$ cat src/hdl/lcmas_pkg.sv
// Shared widths, types and register codes of the load cell moving average scaler.
package lcmas_pkg;

    // Window length; must be a power of two so the mean is a shift.
    localparam int AVG_LEN     = 8;
    localparam int AVG_SH      = $clog2(AVG_LEN);
    localparam int PTR_W       = (AVG_LEN > 1) ? $clog2(AVG_LEN) : 1;

    localparam int SAMPLE_W    = 24;
    localparam int SUM_W       = 30;
    localparam int MASS_W      = 32;
    localparam int FORCE_W     = 36;
    localparam int CFG_W       = 16;
    localparam int CFG_IDX_W   = 1;
    localparam int FRAC_W      = 8;
    localparam int GRAV_FRAC_W = 12;

    typedef logic signed [SAMPLE_W-1:0] t_sample;
    typedef logic signed [MASS_W-1:0]   t_mass;
    typedef logic signed [FORCE_W-1:0]  t_force;
    typedef logic [CFG_W-1:0]           t_cfg_data;

    // Configuration register indexes
    typedef enum logic [CFG_IDX_W-1:0] {
        REG_CAL_WEIGHT = 1'b0,
        REG_NEWTONS    = 1'b1
    } t_cfg_reg;

    localparam t_cfg_data CAL_WEIGHT_RST = 16'd1;
    localparam t_cfg_data NEWTONS_RST    = 16'd40182;

endpackage

$ cat src/hdl/lcmas_if.sv
// Valid/ready channel interfaces for samples and scaled results.
interface lcmas_sample_if;
    logic                 valid;
    logic                 ready;
    lcmas_pkg::t_sample   sample;

    modport source (output valid, output sample, input ready);
    modport sink   (input valid, input sample, output ready);
endinterface

interface lcmas_result_if;
    logic                 valid;
    logic                 ready;
    lcmas_pkg::t_sample   average;
    lcmas_pkg::t_mass     mass;
    lcmas_pkg::t_force    force_res;

    modport source (output valid, output average, output mass, output force_res, input ready);
    modport sink   (input valid, input average, input mass, input force_res, output ready);
endinterface

$ cat src/hdl/load_cell_moving_average_scaler.sv
// Boxcar moving average of load cell samples with mass and force scaling.
//
// Usage:
//   i_sample_ch carries one signed 24-bit sample per item; o_result_ch
//   carries average, mass (Q.8) and force_res (Q.8) per item. Both use
//   valid/ready; an item moves on a clock edge with valid and ready high.
//   The config port writes calibration_weight (index 0) or newtons_per_kg
//   (index 1) on any edge with i_cfg_we high; write only while idle.
// Sequence:
//   A sample is accepted only in the idle state, so the block finishes
//   one sample before it takes the next. The mass comes from a restoring
//   divider (one quotient bit per cycle) and the force from a shift-add
//   multiplier (one factor bit per cycle).
// Reset:
//   Synchronous active-low i_rst_n zeroes the window and running sum and
//   loads the default register values.
// Stall:
//   The result sits in an output register; the next sample is accepted
//   and processed while it waits, and the block holds before loading a
//   new result until the receiver has taken the previous one.
module load_cell_moving_average_scaler (
    input  logic                           i_clk,
    input  logic                           i_rst_n,
    input  logic                           i_cfg_we,
    input  logic [lcmas_pkg::CFG_IDX_W-1:0] i_cfg_idx,
    input  lcmas_pkg::t_cfg_data           i_cfg_data,
    lcmas_sample_if.sink                   i_sample_ch,
    lcmas_result_if.source                 o_result_ch
);

    localparam int DIVD_W  = lcmas_pkg::SAMPLE_W + lcmas_pkg::FRAC_W;
    localparam int CNT_W   = $clog2(DIVD_W);
    localparam int HI_W    = lcmas_pkg::MASS_W + 2;
    localparam int ACC_W   = HI_W + lcmas_pkg::CFG_W;
    localparam int PROD_W  = lcmas_pkg::MASS_W + lcmas_pkg::CFG_W;
    localparam int CFG_W   = lcmas_pkg::CFG_W;
    localparam int SUM_W   = lcmas_pkg::SUM_W;
    localparam int SAMPLE_W = lcmas_pkg::SAMPLE_W;
    localparam int MASS_W  = lcmas_pkg::MASS_W;

    typedef enum logic [7:0] {
        ST_IDLE = 8'b0000_0001,
        ST_ADD  = 8'b0000_0010,
        ST_AVG  = 8'b0000_0100,
        ST_LOAD = 8'b0000_1000,
        ST_DIV  = 8'b0001_0000,
        ST_SIGN = 8'b0010_0000,
        ST_MUL  = 8'b0100_0000,
        ST_DONE = 8'b1000_0000
    } t_state;

    t_state                         r_state, n_state;
    lcmas_pkg::t_sample             r_window [lcmas_pkg::AVG_LEN];
    logic [lcmas_pkg::PTR_W-1:0]    r_ptr;
    logic signed [SUM_W-1:0]        r_sum;
    lcmas_pkg::t_sample             r_samp;
    lcmas_pkg::t_sample             r_avg;
    logic                           r_neg;
    logic [CFG_W-1:0]               r_rem;
    logic [DIVD_W-1:0]              r_quo;
    logic [CNT_W-1:0]               r_cnt;
    lcmas_pkg::t_mass               r_mass;
    logic [ACC_W-1:0]               r_acc;
    lcmas_pkg::t_cfg_data           r_cal;
    lcmas_pkg::t_cfg_data           r_npk;
    logic                           r_out_valid;
    lcmas_pkg::t_sample             r_out_avg;
    lcmas_pkg::t_mass               r_out_mass;
    lcmas_pkg::t_force              r_out_force;

    logic                           in_take;
    logic                           out_free;
    lcmas_pkg::t_sample             old_entry;
    logic signed [SUM_W-1:0]        old_ext;
    logic signed [SUM_W-1:0]        samp_ext;
    logic signed [SUM_W-1:0]        sum_biased;
    logic signed [SUM_W-1:0]        avg_full;
    lcmas_pkg::t_sample             avg_sat;
    logic [SAMPLE_W-1:0]            avg_mag;
    lcmas_pkg::t_cfg_data           divisor;
    logic [CFG_W:0]                 rem_shift;
    logic [CFG_W+1:0]               rem_diff;
    logic                           rem_fits;
    logic signed [MASS_W:0]         mass_full;
    lcmas_pkg::t_mass               mass_sat;
    logic signed [HI_W-1:0]         mass_ext;
    logic signed [HI_W-1:0]         hi_sum;
    logic                           div_last;
    logic                           mul_last;

    assign in_take  = i_sample_ch.valid && i_sample_ch.ready;
    assign out_free = !r_out_valid || o_result_ch.ready;
    assign i_sample_ch.ready = (r_state == ST_IDLE);

    assign o_result_ch.valid     = r_out_valid;
    assign o_result_ch.average   = r_out_avg;
    assign o_result_ch.mass      = r_out_mass;
    assign o_result_ch.force_res = r_out_force;

    // Running sum update operands
    assign old_entry = r_window[r_ptr];
    assign old_ext   = {{(SUM_W-SAMPLE_W){old_entry[SAMPLE_W-1]}}, old_entry};
    assign samp_ext  = {{(SUM_W-SAMPLE_W){r_samp[SAMPLE_W-1]}}, r_samp};

    // Mean truncated toward zero: bias negative sums before the shift
    always_comb begin
        sum_biased = r_sum + (r_sum[SUM_W-1] ? SUM_W'(lcmas_pkg::AVG_LEN - 1) : SUM_W'(0));
        avg_full   = sum_biased >>> lcmas_pkg::AVG_SH;
        if (!avg_full[SUM_W-1] && (|avg_full[SUM_W-2:SAMPLE_W-1])) begin
            avg_sat = {1'b0, {(SAMPLE_W-1){1'b1}}};
        end else if (avg_full[SUM_W-1] && !(&avg_full[SUM_W-2:SAMPLE_W-1])) begin
            avg_sat = {1'b1, {(SAMPLE_W-1){1'b0}}};
        end else begin
            avg_sat = avg_full[SAMPLE_W-1:0];
        end
    end

    assign avg_mag = r_avg[SAMPLE_W-1] ? (~r_avg + SAMPLE_W'(1)) : r_avg;
    assign divisor = (r_cal == '0) ? CFG_W'(1) : r_cal;

    // One restoring division step
    assign rem_shift = {r_rem, r_quo[DIVD_W-1]};
    assign rem_diff  = {1'b0, rem_shift} - {2'b00, divisor};
    assign rem_fits  = !rem_diff[CFG_W+1];

    // Apply sign to the quotient and clamp to the mass range
    always_comb begin
        mass_full = r_neg ? -$signed({1'b0, r_quo}) : $signed({1'b0, r_quo});
        if (!mass_full[MASS_W] && mass_full[MASS_W-1]) begin
            mass_sat = {1'b0, {(MASS_W-1){1'b1}}};
        end else if (mass_full[MASS_W] && !mass_full[MASS_W-1]) begin
            mass_sat = {1'b1, {(MASS_W-1){1'b0}}};
        end else begin
            mass_sat = mass_full[MASS_W-1:0];
        end
    end

    // One shift-add multiply step, factor bit taken from the low end
    assign mass_ext = {{(HI_W-MASS_W){r_mass[MASS_W-1]}}, r_mass};
    assign hi_sum   = $signed(r_acc[ACC_W-1:CFG_W]) + (r_acc[0] ? mass_ext : HI_W'(0));

    assign div_last = (r_cnt == CNT_W'(DIVD_W - 1));
    assign mul_last = (r_cnt == CNT_W'(CFG_W - 1));

    // Sequencer
    always_comb begin
        n_state = r_state;
        case (r_state)
            ST_IDLE: if (in_take) n_state = ST_ADD;
            ST_ADD:  n_state = ST_AVG;
            ST_AVG:  n_state = ST_LOAD;
            ST_LOAD: n_state = ST_DIV;
            ST_DIV:  if (div_last) n_state = ST_SIGN;
            ST_SIGN: n_state = ST_MUL;
            ST_MUL:  if (mul_last) n_state = ST_DONE;
            ST_DONE: if (out_free) n_state = ST_IDLE;
            default: n_state = ST_IDLE;
        endcase
    end

    // Control and state registers
    always_ff @(posedge i_clk) begin
        if (!i_rst_n) begin
            r_state     <= ST_IDLE;
            r_ptr       <= '0;
            r_sum       <= '0;
            r_cnt       <= '0;
            r_out_valid <= 1'b0;
            r_cal       <= lcmas_pkg::CAL_WEIGHT_RST;
            r_npk       <= lcmas_pkg::NEWTONS_RST;
            for (int i = 0; i < lcmas_pkg::AVG_LEN; i++) begin
                r_window[i] <= '0;
            end
        end else begin
            r_state <= n_state;

            // Register writes
            if (i_cfg_we) begin
                case (lcmas_pkg::t_cfg_reg'(i_cfg_idx))
                    lcmas_pkg::REG_CAL_WEIGHT: r_cal <= i_cfg_data;
                    lcmas_pkg::REG_NEWTONS:    r_npk <= i_cfg_data;
                    default: ;
                endcase
            end

            // Drop the oldest entry, store the new sample
            if (r_state == ST_IDLE && in_take) begin
                r_sum           <= r_sum - old_ext;
                r_window[r_ptr] <= i_sample_ch.sample;
            end

            // Add the new sample and advance the pointer
            if (r_state == ST_ADD) begin
                r_sum <= r_sum + samp_ext;
                r_ptr <= (r_ptr == lcmas_pkg::PTR_W'(lcmas_pkg::AVG_LEN - 1)) ?
                         '0 : r_ptr + lcmas_pkg::PTR_W'(1);
            end

            // Step counter for divider and multiplier
            if (r_state == ST_LOAD || r_state == ST_SIGN) begin
                r_cnt <= '0;
            end else if (r_state == ST_DIV || r_state == ST_MUL) begin
                r_cnt <= r_cnt + CNT_W'(1);
            end

            // Output register
            if (r_state == ST_DONE && out_free) begin
                r_out_valid <= 1'b1;
            end else if (o_result_ch.ready) begin
                r_out_valid <= 1'b0;
            end
        end
    end

    // Datapath registers
    always_ff @(posedge i_clk) begin
        case (r_state)
            ST_IDLE: if (in_take) r_samp <= i_sample_ch.sample;
            ST_AVG:  r_avg <= avg_sat;
            ST_LOAD: begin
                r_neg <= r_avg[SAMPLE_W-1];
                r_rem <= '0;
                r_quo <= {avg_mag, {lcmas_pkg::FRAC_W{1'b0}}};
            end
            ST_DIV: begin
                r_rem <= rem_fits ? rem_diff[CFG_W-1:0] : rem_shift[CFG_W-1:0];
                r_quo <= {r_quo[DIVD_W-2:0], rem_fits};
            end
            ST_SIGN: begin
                r_mass <= mass_sat;
                r_acc  <= {{HI_W{1'b0}}, r_npk};
            end
            ST_MUL:  r_acc <= {hi_sum[HI_W-1], hi_sum, r_acc[CFG_W-1:1]};
            ST_DONE: begin
                if (out_free) begin
                    r_out_avg   <= r_avg;
                    r_out_mass  <= r_mass;
                    r_out_force <= r_acc[PROD_W-1:lcmas_pkg::GRAV_FRAC_W];
                end
            end
            default: ;
        endcase
    end

endmodule

$ cat src/flat_wrapper.sv
// flat-port wrapper written by rule: the top's interface ports become plain ports
module load_cell_moving_average_scaler_flat 
  (i_clk, i_rst_n, i_cfg_we, i_cfg_idx, i_cfg_data, i_sample_ch_valid, i_sample_ch_sample, i_sample_ch_ready, o_result_ch_valid, o_result_ch_average, o_result_ch_mass, o_result_ch_force_res, o_result_ch_ready);
  lcmas_sample_if i_sample_ch_i ();
  lcmas_result_if o_result_ch_i ();
  input  logic i_clk;
  input  logic i_rst_n;
  input  logic i_cfg_we;
  input  logic [lcmas_pkg::CFG_IDX_W-1:0] i_cfg_idx;
  input  lcmas_pkg::t_cfg_data i_cfg_data;
  input wire logic [$bits(i_sample_ch_i.valid)-1:0] i_sample_ch_valid;
  input wire logic [$bits(i_sample_ch_i.sample)-1:0] i_sample_ch_sample;
  output wire logic [$bits(i_sample_ch_i.ready)-1:0] i_sample_ch_ready;
  output wire logic [$bits(o_result_ch_i.valid)-1:0] o_result_ch_valid;
  output wire logic [$bits(o_result_ch_i.average)-1:0] o_result_ch_average;
  output wire logic [$bits(o_result_ch_i.mass)-1:0] o_result_ch_mass;
  output wire logic [$bits(o_result_ch_i.force_res)-1:0] o_result_ch_force_res;
  input wire logic [$bits(o_result_ch_i.ready)-1:0] o_result_ch_ready;
  assign i_sample_ch_i.valid = i_sample_ch_valid;
  assign i_sample_ch_i.sample = i_sample_ch_sample;
  assign i_sample_ch_ready = i_sample_ch_i.ready;
  assign o_result_ch_valid = o_result_ch_i.valid;
  assign o_result_ch_average = o_result_ch_i.average;
  assign o_result_ch_mass = o_result_ch_i.mass;
  assign o_result_ch_force_res = o_result_ch_i.force_res;
  assign o_result_ch_i.ready = o_result_ch_ready;
  load_cell_moving_average_scaler u_core (.i_clk(i_clk), .i_rst_n(i_rst_n), .i_cfg_we(i_cfg_we), .i_cfg_idx(i_cfg_idx), .i_cfg_data(i_cfg_data), .i_sample_ch(i_sample_ch_i), .o_result_ch(o_result_ch_i));
endmodule
$ cat config.mk
export PLATFORM = sky130hd
export DESIGN_NAME = load_cell_moving_average_scaler_flat
export DESIGN_NICKNAME = d
export VERILOG_FILES = /design/src/hdl/lcmas_pkg.sv /design/src/hdl/lcmas_if.sv /design/src/hdl/load_cell_moving_average_scaler.sv /design/src/flat_wrapper.sv
export SDC_FILE = /design/constraint.sdc
export NUM_CORES = 1
export LEC_CHECK = 0
export BUFFER_PORTS_ARGS = -buffer_cell sky130_fd_sc_hd__buf_2
export CORE_MARGIN = 2
export CORE_UTILIZATION = 45
export DETAILED_ROUTE_END_ITERATION = 7
export PLACE_DENSITY = 0.74
export SYNTH_ARGS = -nofsm -noshare
export SYNTH_HDL_FRONTEND = slang
export SYNTH_SLANG_ARGS = --single-unit
$ cat constraint.sdc
create_clock -name i_clk -period 6.95 [get_ports i_clk]
set_input_delay 0.695 -clock i_clk [delete_from_list [all_inputs] [get_ports i_clk]]
set_output_delay 0.695 -clock i_clk [all_outputs]
set_load 0.02 [all_outputs]
==> out/metrics.csv, run 1 <==
metric,value,unit
critPathMaxFanout,31,
die_area,63400,sq um
synthArstFlopShare,0,%
regArea,15500,sq um
leakagePower,11.3,nW
critical_path.cell_chain,"mux4_1, mux2i_1, and4_4, and2_1, nand2_1, nor4b_2, nand4_1, xor2_1, o21ai_0, ha_1, nand3_1, nor2_1, and4_1, a21oi_1, a31oi_1, a311oi_1, xor2_1, or3_1, a21boi_1",
overflow_left_after_global_routing,0,
hold_viol,0,
cts_setup_buffers,0,
synth-seq-cells,544,
cts_tree,built,
finalClockSkew,0.0204,ns
design.core.area,60500,sq um
critical_path_top_delay_cell,dfxtp_2,
post_synth_most_frequent_cells,"edfxtp_1, and2_1, nand2_1",
clkSlewWorstSetupHoldPaths,0.06,ns
ir_drop,252,uV
max-slew-margin-rel,19.9,%
worst_path_class_setup,reg -> reg,
die-width,252,um
crit_top_cell,xor2_1,
rows,90,
synth-seq-area-share,56.2,%
postSynth.topFlopCell,edfxtp_1,
start_util,45.7,%
worst_pin_slew,1.20,ns
global_route_wire_length_before_repair,97.5,mm
worstSetupStartpointType,flop,
final_min_period_over_clock_period,85.6,%
area_of_the_multi_input_gates,11600,sq um
detailedRoute.firstPassIterationCount,5,
synth_nets,2448,
timing.critical_path.arrival,6.49,ns
grt_antenna_before_repair,1,
clock_insertion_delay_worst_skew,0.63,ns
cp_slowest_stage_delay,0.90,ns
fin_setup_tns,0,ns
cp.depth,19,
setup_viol,0,
synth.lib_cells_used.distinct,88,
ff2ff_path_depth,19,
yosys.cell_count.top_type,edfxtp_1,
drv_slew,0,
yosysTopAreaCellShare,50.2,%
min_period,5.95,ns
post_dp_cell_area,29200,sq um
type_of_destination_of_the_critical_path,flop,
rsz_0062_raised_after_global_routing,no,
number_of_synthesized_flops_with_an_enable_pin,462,
n_antenna_cell,0,
synthDominantAreaCellType,edfxtp_1,
n_fill_cell,5109,
numClockSinks,544,
worstHoldPathCells,3,
cts_made_buffers,56,
totalWireLength,62.3,mm
synth.top_cells.by_area,"edfxtp_1, dfxtp_1, and2_1",
place.port_buffers,139,
syn-instance-count,2306,
critical_path_buf_inv_count,0,
via_per_inst,5.60,
syn_avg_cell_area,12.0,sq um
achievable-frequency,0.168,GHz
wl_per_cell,19.1,um
min_path_type,in -> reg,
h-tree-depth,2,
drv_cap,0,
gp_routability_congestion,0.934,
grt_util_all_layers,19.4,%
p_per_area,255,nW/um^2
finish.instance_area,31000,sq um
holdBufCountCts,0,
drtAntennaViolNets,0,
syn2layout_area_growth,12.4,%
num_io_pins,140,
first_iter_violations,1436,
clk_path_buf_depth,3,
maximum_number_of_pins_on_one_net_before_global_route_repair,82,
number_of_global_route_vias_before_repair,17652,
worst-endpoint-required,7.49,ns
clk_root_buffer_cell,clkbuf_16,
postCtsResizedCells,0,
post_route_cells_drive_above_1_share,14.2,%
outcome,completed,
post-route-drc-count,0,
total_half_perimeter_wirelength_after_legalization_and_detailed_placement,42.1,mm
synth.yosys.warnings,0,
die_height,252,um
layout.nets,2569,
synthesis.area,27600,sq um
vias,18230,
cp_top_family,simple AND/OR/NAND/NOR gates,
sequential cells by signal (all words and copies together), names as in the netlist, named ones only:
signal / count
u_core.r_neg: 1
u_core.r_quo: 32
u_core.r_state: 8
u_core.r_ptr: 3
u_core.r_mass: 32
u_core.r_samp: 24
u_core.r_cal: 16
u_core.r_npk: 16
u_core.o_result_ch.force_res: 36
u_core.r_avg: 24
u_core.r_acc: 49
u_core.r_sum: 30
u_core.o_result_ch.mass: 32
u_core.o_result_ch.average: 24
u_core.o_result_ch.valid: 1
u_core.r_cnt: 5
u_core.r_window: 192
u_core.r_rem: 16
stage by stage:
step / setup WS [ns] / hold slack (ns) / util, % / instances / total power, W
after floorplan: 1.50 / 0.417 / - / 2306 / 0.00463
after global placement: 1.18 / 0.430 / 48.2 / 3151 / 0.00487
after detailed placement: 0.996 / 0.429 / 48.2 / 3151 / 0.00491
after CTS: 0.975 / 0.281 / 51.3 / 3255 / 0.00796
after global routing: 0.707 / 0.300 / 51.3 / 3255 / 0.00825
final: 1.00 / 0.319 / 51.3 / 3255 / 0.00792
area by class of cell:
class	instances	share of cell area, %
Sequential cell	544	50.0
Clock buffer	65	4.73
Clock inverter	39	1.31
Tap cell	782	3.15
Multi-Input combinational cell	1613	37.4
Inverter	50	0.605
Timing Repair Buffer	162	2.80
layer usage:
layer | global-route usage [%] | routed length, um
met3 | 2.74 | 3760
met5 | 0 | 13
met2 | 33.1 | 30300
met4 | 6.33 | 1630
met1 | 25.6 | 26600
where the power goes:
group	switching [W]	internal [W]	leakage [nW]	total, W
sequential	0.000115	0.00367	4.98	0.00379
combinational	0.000620	0.000442	5.38	0.00106
clock	0.00129	0.00178	0.924	0.00307
total	0.00203	0.00589	11.3	0.00792
tightest hold or removal path: cells and delay by family:
family	cells	cell delay [ns]
buffers and inverters	1	0.09
AND/OR/NAND/NOR	2	0.12
final timing paths:
check | startpoint | endpoint | slack, ns
max | flop | u_core.r_sum[29] | 1.0
min | i_cfg_data[12] | u_core.r_npk[12] | 0.32
max reg2reg | flop | u_core.r_sum[29] | 1.0
min reg2reg | u_core.r_mass[28] | u_core.o_result_ch.mass[28] | 0.44
cell usage in the layout (no fill, tap or decap), types with 16 or more instances in the layout:
cell type,n
edfxtp_1,462
and2_1,250
nand2_1,228
o21ai_0,160
buf_2,139
nor2_1,109
xor2_1,94
ha_1,93
dfxtp_1,79
a21oi_1,74
xnor2_1,61
clkbuf_16,57
inv_1,50
nand3_1,46
mux2i_1,35
a21boi_0,34
a21o_1,28
mux2_2,26
mux4_1,24
buf_4,23
o31ai_1,19
and3_1,18
nand2b_1,18
nor2b_1,17
nor3_1,17
mux4_2,17
clkinv_2,17
o21a_1,16
cells by family after synthesis:
group | count (synthesis) | share of synthesized area, %
AO/OA/AOI/OAI | 445 | 10.3
XOR/XNOR | 155 | 4.92
adder cells (fa/ha/maj) | 99 | 4.54
buffers and inverters | 149 | 2.31
flip-flops | 544 | 56.2
multiplexers | 107 | 6.38
AND/OR/NAND/NOR | 807 | 15.4
Note: power is estimated with default switching activity, not from simulation.
==> run 2: changes to the inputs <==
Settings changed: GPL_TIMING_DRIVEN set to 0.
==> out/metrics.csv, run 2 (synthesis results as in run 1) <==
metric,value,unit,change
h-tree-depth,2,,unchanged
grt_util_all_layers,20.5,%,was 19.4%
post-route-drc-count,0,,unchanged
via_per_inst,5.61,,was 5.60
critPathMaxFanout,10,,was 31
n_antenna_cell,0,,unchanged
hold_path.startpoint,i_cfg_data[13],,was i_cfg_data[12]
post_dp_cell_area,29600,sq um,"was 29,200 sq um"
max_ffs_per_register,192,,unchanged
num_io_pins,140,,unchanged
power_switching_share,26.2,%,was 25.6%
clk_path_buf_depth,3,,unchanged
max-slew-margin-rel,13.4,%,was 19.9%
start_util,45.7,%,unchanged
grt_antenna_before_repair,1,,unchanged
cts_made_buffers,57,,was 56
timing.critical_path.arrival,6.83,ns,was 6.49 ns
outcome,completed,,unchanged
setup_viol,0,,unchanged
number_of_global_route_vias_before_repair,18520,,was 17.7k
comb_power_share,14.0,%,was 13.4%
maximum_number_of_pins_on_one_net_before_global_route_repair,49,,was 82
timing.hold.worst_endpoint,u_core.r_npk[13],,was u_core.r_npk[12]
place.port_buffers,138,,was 139
timing.rr.end,u_core.r_sum[29],,unchanged
drtAntennaViolNets,0,,unchanged
die-width,252,um,unchanged
worst_pin_slew,1.30,ns,was 1.20 ns
global_route_wire_length_before_repair,102,mm,was 97.5 mm
finish.instance_area,31500,sq um,"was 31,000 sq um"
gp_routability_congestion,0.953,,was 0.934
totalWireLength,65.8,mm,was 62.3 mm
syn2layout_area_growth,13.9,%,was 12.4%
post_route_cells_drive_above_1_share,13.2,%,was 14.2%
n_fill_cell,5015,,"was 5,109"
hold_ws,0.318,ns,was 0.319 ns
p_per_area,251,nW/um^2,was 255 nW/um^2
worstHoldPathCells,3,,unchanged
p_switching,0.00207,W,was 0.00203 W
critical_path.cell_chain,"buf_2, buf_2, buf_2, mux2i_1, nor2_1, a21oi_1, ha_1, nand2_1, nor4b_2, nand4_1, xor2_1, o21ai_0, ha_1, nand3_1, nor2_1, and4_1, a21oi_1, a31oi_1, a311oi_1, xor2_1, or3_1, a21boi_1",,"was mux4_1, mux2i_1, and4_4, and2_1, nand2_1, nor4b_2, nand4_1, xor2_1, o21ai_0, ha_1, nand3_1, nor2_1, and4_1, a21oi_1, a31oi_1, a311oi_1, xor2_1, or3_1, a21boi_1"
final_min_period_over_clock_period,90.1,%,was 85.6%
postCtsResizedCells,0,,unchanged
layout.cells.most_common_list,"edfxtp_1, and2_1, nand2_1, o21ai_0, buf_2",,unchanged
fin_setup_tns,0,ns,unchanged
worst-r2r-setup-slack,0.69,ns,was 1.0 ns
design.core.area,60500,sq um,unchanged
drv_slew,0,,unchanged
worstSetupStartpointType,flop,,unchanged
power.share.clock,37.9,%,was 38.7%
seq_power_share,48.0,%,was 47.9%
finalClockSkew,0.0205,ns,was 0.0204 ns
first_iter_violations,1568,,"was 1,436"
clk_root_buffer_cell,clkbuf_16,,unchanged
overflow_left_after_global_routing,0,,unchanged
clock_insertion_delay_worst_skew,0.63,ns,about the same
min_period,6.26,ns,was 5.95 ns
vias,18753,,was 18.2k
worst_path_class_setup,reg -> reg,,unchanged
hold_viol,0,,unchanged
rsz_0062_raised_after_global_routing,no,,unchanged
total_half_perimeter_wirelength_after_legalization_and_detailed_placement,47.9,mm,was 42.1 mm
holdBufCountCts,0,,unchanged
leakagePower,11.4,nW,was 11.3 nW
most_common_cell_after_layout_fill_and_taps_aside,edfxtp_1,,unchanged
cts_tree,built,,unchanged
drv_cap,0,,unchanged
ir_drop,265,uV,was 252 uV
critical_path_top_delay_cell,nor4b_2,,was dfxtp_2
layout.nets,2656,,"was 2,569"
ff2ff_path_depth,22,,was 19
power.total,0.00788,W,was 0.00792 W
detailedRoute.firstPassIterationCount,7,,was 5
type_of_destination_of_the_critical_path,flop,,unchanged
cts_setup_buffers,0,,unchanged
achievable-frequency,0.160,GHz,was 0.168 GHz
numClockSinks,544,,unchanged
cp_slowest_stage_delay,0.55,ns,was 0.90 ns
rows,90,,unchanged
die_area,63400,sq um,unchanged
wl_per_cell,19.7,um,was 19.1 um
die_height,252,um,unchanged
largest_register_by_flop_count,u_core.r_window,,unchanged
clkSlewWorstSetupHoldPaths,0.06,ns,about the same
worst-endpoint-required,7.51,ns,was 7.49 ns
min_path_type,in -> reg,,unchanged
internal-power,0.00582,W,was 0.00589 W
crit_top_cell,buf_2,,was xor2_1
-- run 2: worst max-delay path, delay by kind of cell (launching register included) --
kind / cells / cell delay [ns]
adders and majority gates: 2 / 0.75
AOI/OAI and AO/OA: 6 / 1.64
muxes: 1 / 0.27
xor gates and xnor gates: 2 / 0.31
DFF: 1 / 0.30
and+or+nand+nor: 8 / 1.71
buffers and inverters: 3 / 1.20
-- run 2: area by class of cell --
cell class | instances | area (sq um) | share of cell area, %
sequential | 544 | 15500 | 49.3
buffer | 99 | 449 | 1.43
tap | 782 | 978 | 3.11
multi-input combinational | 1613 | 11500 | 36.7
timing repair buffer | 149 | 938 | 2.98
inverter | 50 | 188 | 0.597
clock inverter | 38 | 349 | 1.11
clock buffer | 69 | 1490 | 4.74
-- run 2: power by group through the flow --
stage | sequential (W) | clock (W) | combinational (W)
final | 0.00379 | 0.00299 | 0.00110
after global routing | 0.00380 | 0.00318 | 0.00123
after CTS | 0.00378 | 0.00303 | 0.00110
after detailed placement | 0.00385 | 0 | 0.00109
after global placement | 0.00385 | 0 | 0.00103
after floorplan | 0.00381 | 0 | 0.000820
-- run 2: per-stage QoR --
stage / std cells / utilization, % / setup WS [ns]
floorplan: 2306 / - / 1.50
global placement: 3226 / 48.4 / -0.398
detailed placement: 3237 / 49.0 / 0.843
CTS: 3344 / 52.0 / 0.769
global route: 3344 / 52.0 / 0.442
finish: 3344 / 52.0 / 0.687
-- run 2: metal layers --
layer	vias up	global-route usage [%]	part of all wire (%)
met4	2	7.33	3.2
li1	8905	-	-
met1	9059	25.5	41
met3	139	2.82	5.9
met5	-	0	0.020
met2	648	36.5	50
-- run 2: how the worst max path moves through the flow --
stage | from | end | slack (ns) | depth (start not counted)
floorplan | o_result_ch_ready | u_core.o_result_ch.average[0] | 1.50 | 2
global placement | o_result_ch_ready | u_core.o_result_ch.force_res[29] | -0.40 | 3
detailed placement | flop | u_core.r_sum[29] | 0.84 | 21
CTS | flop | u_core.r_sum[29] | 0.77 | 22
global route | flop | u_core.r_sum[29] | 0.44 | 22
finish | flop | u_core.r_sum[29] | 0.69 | 22
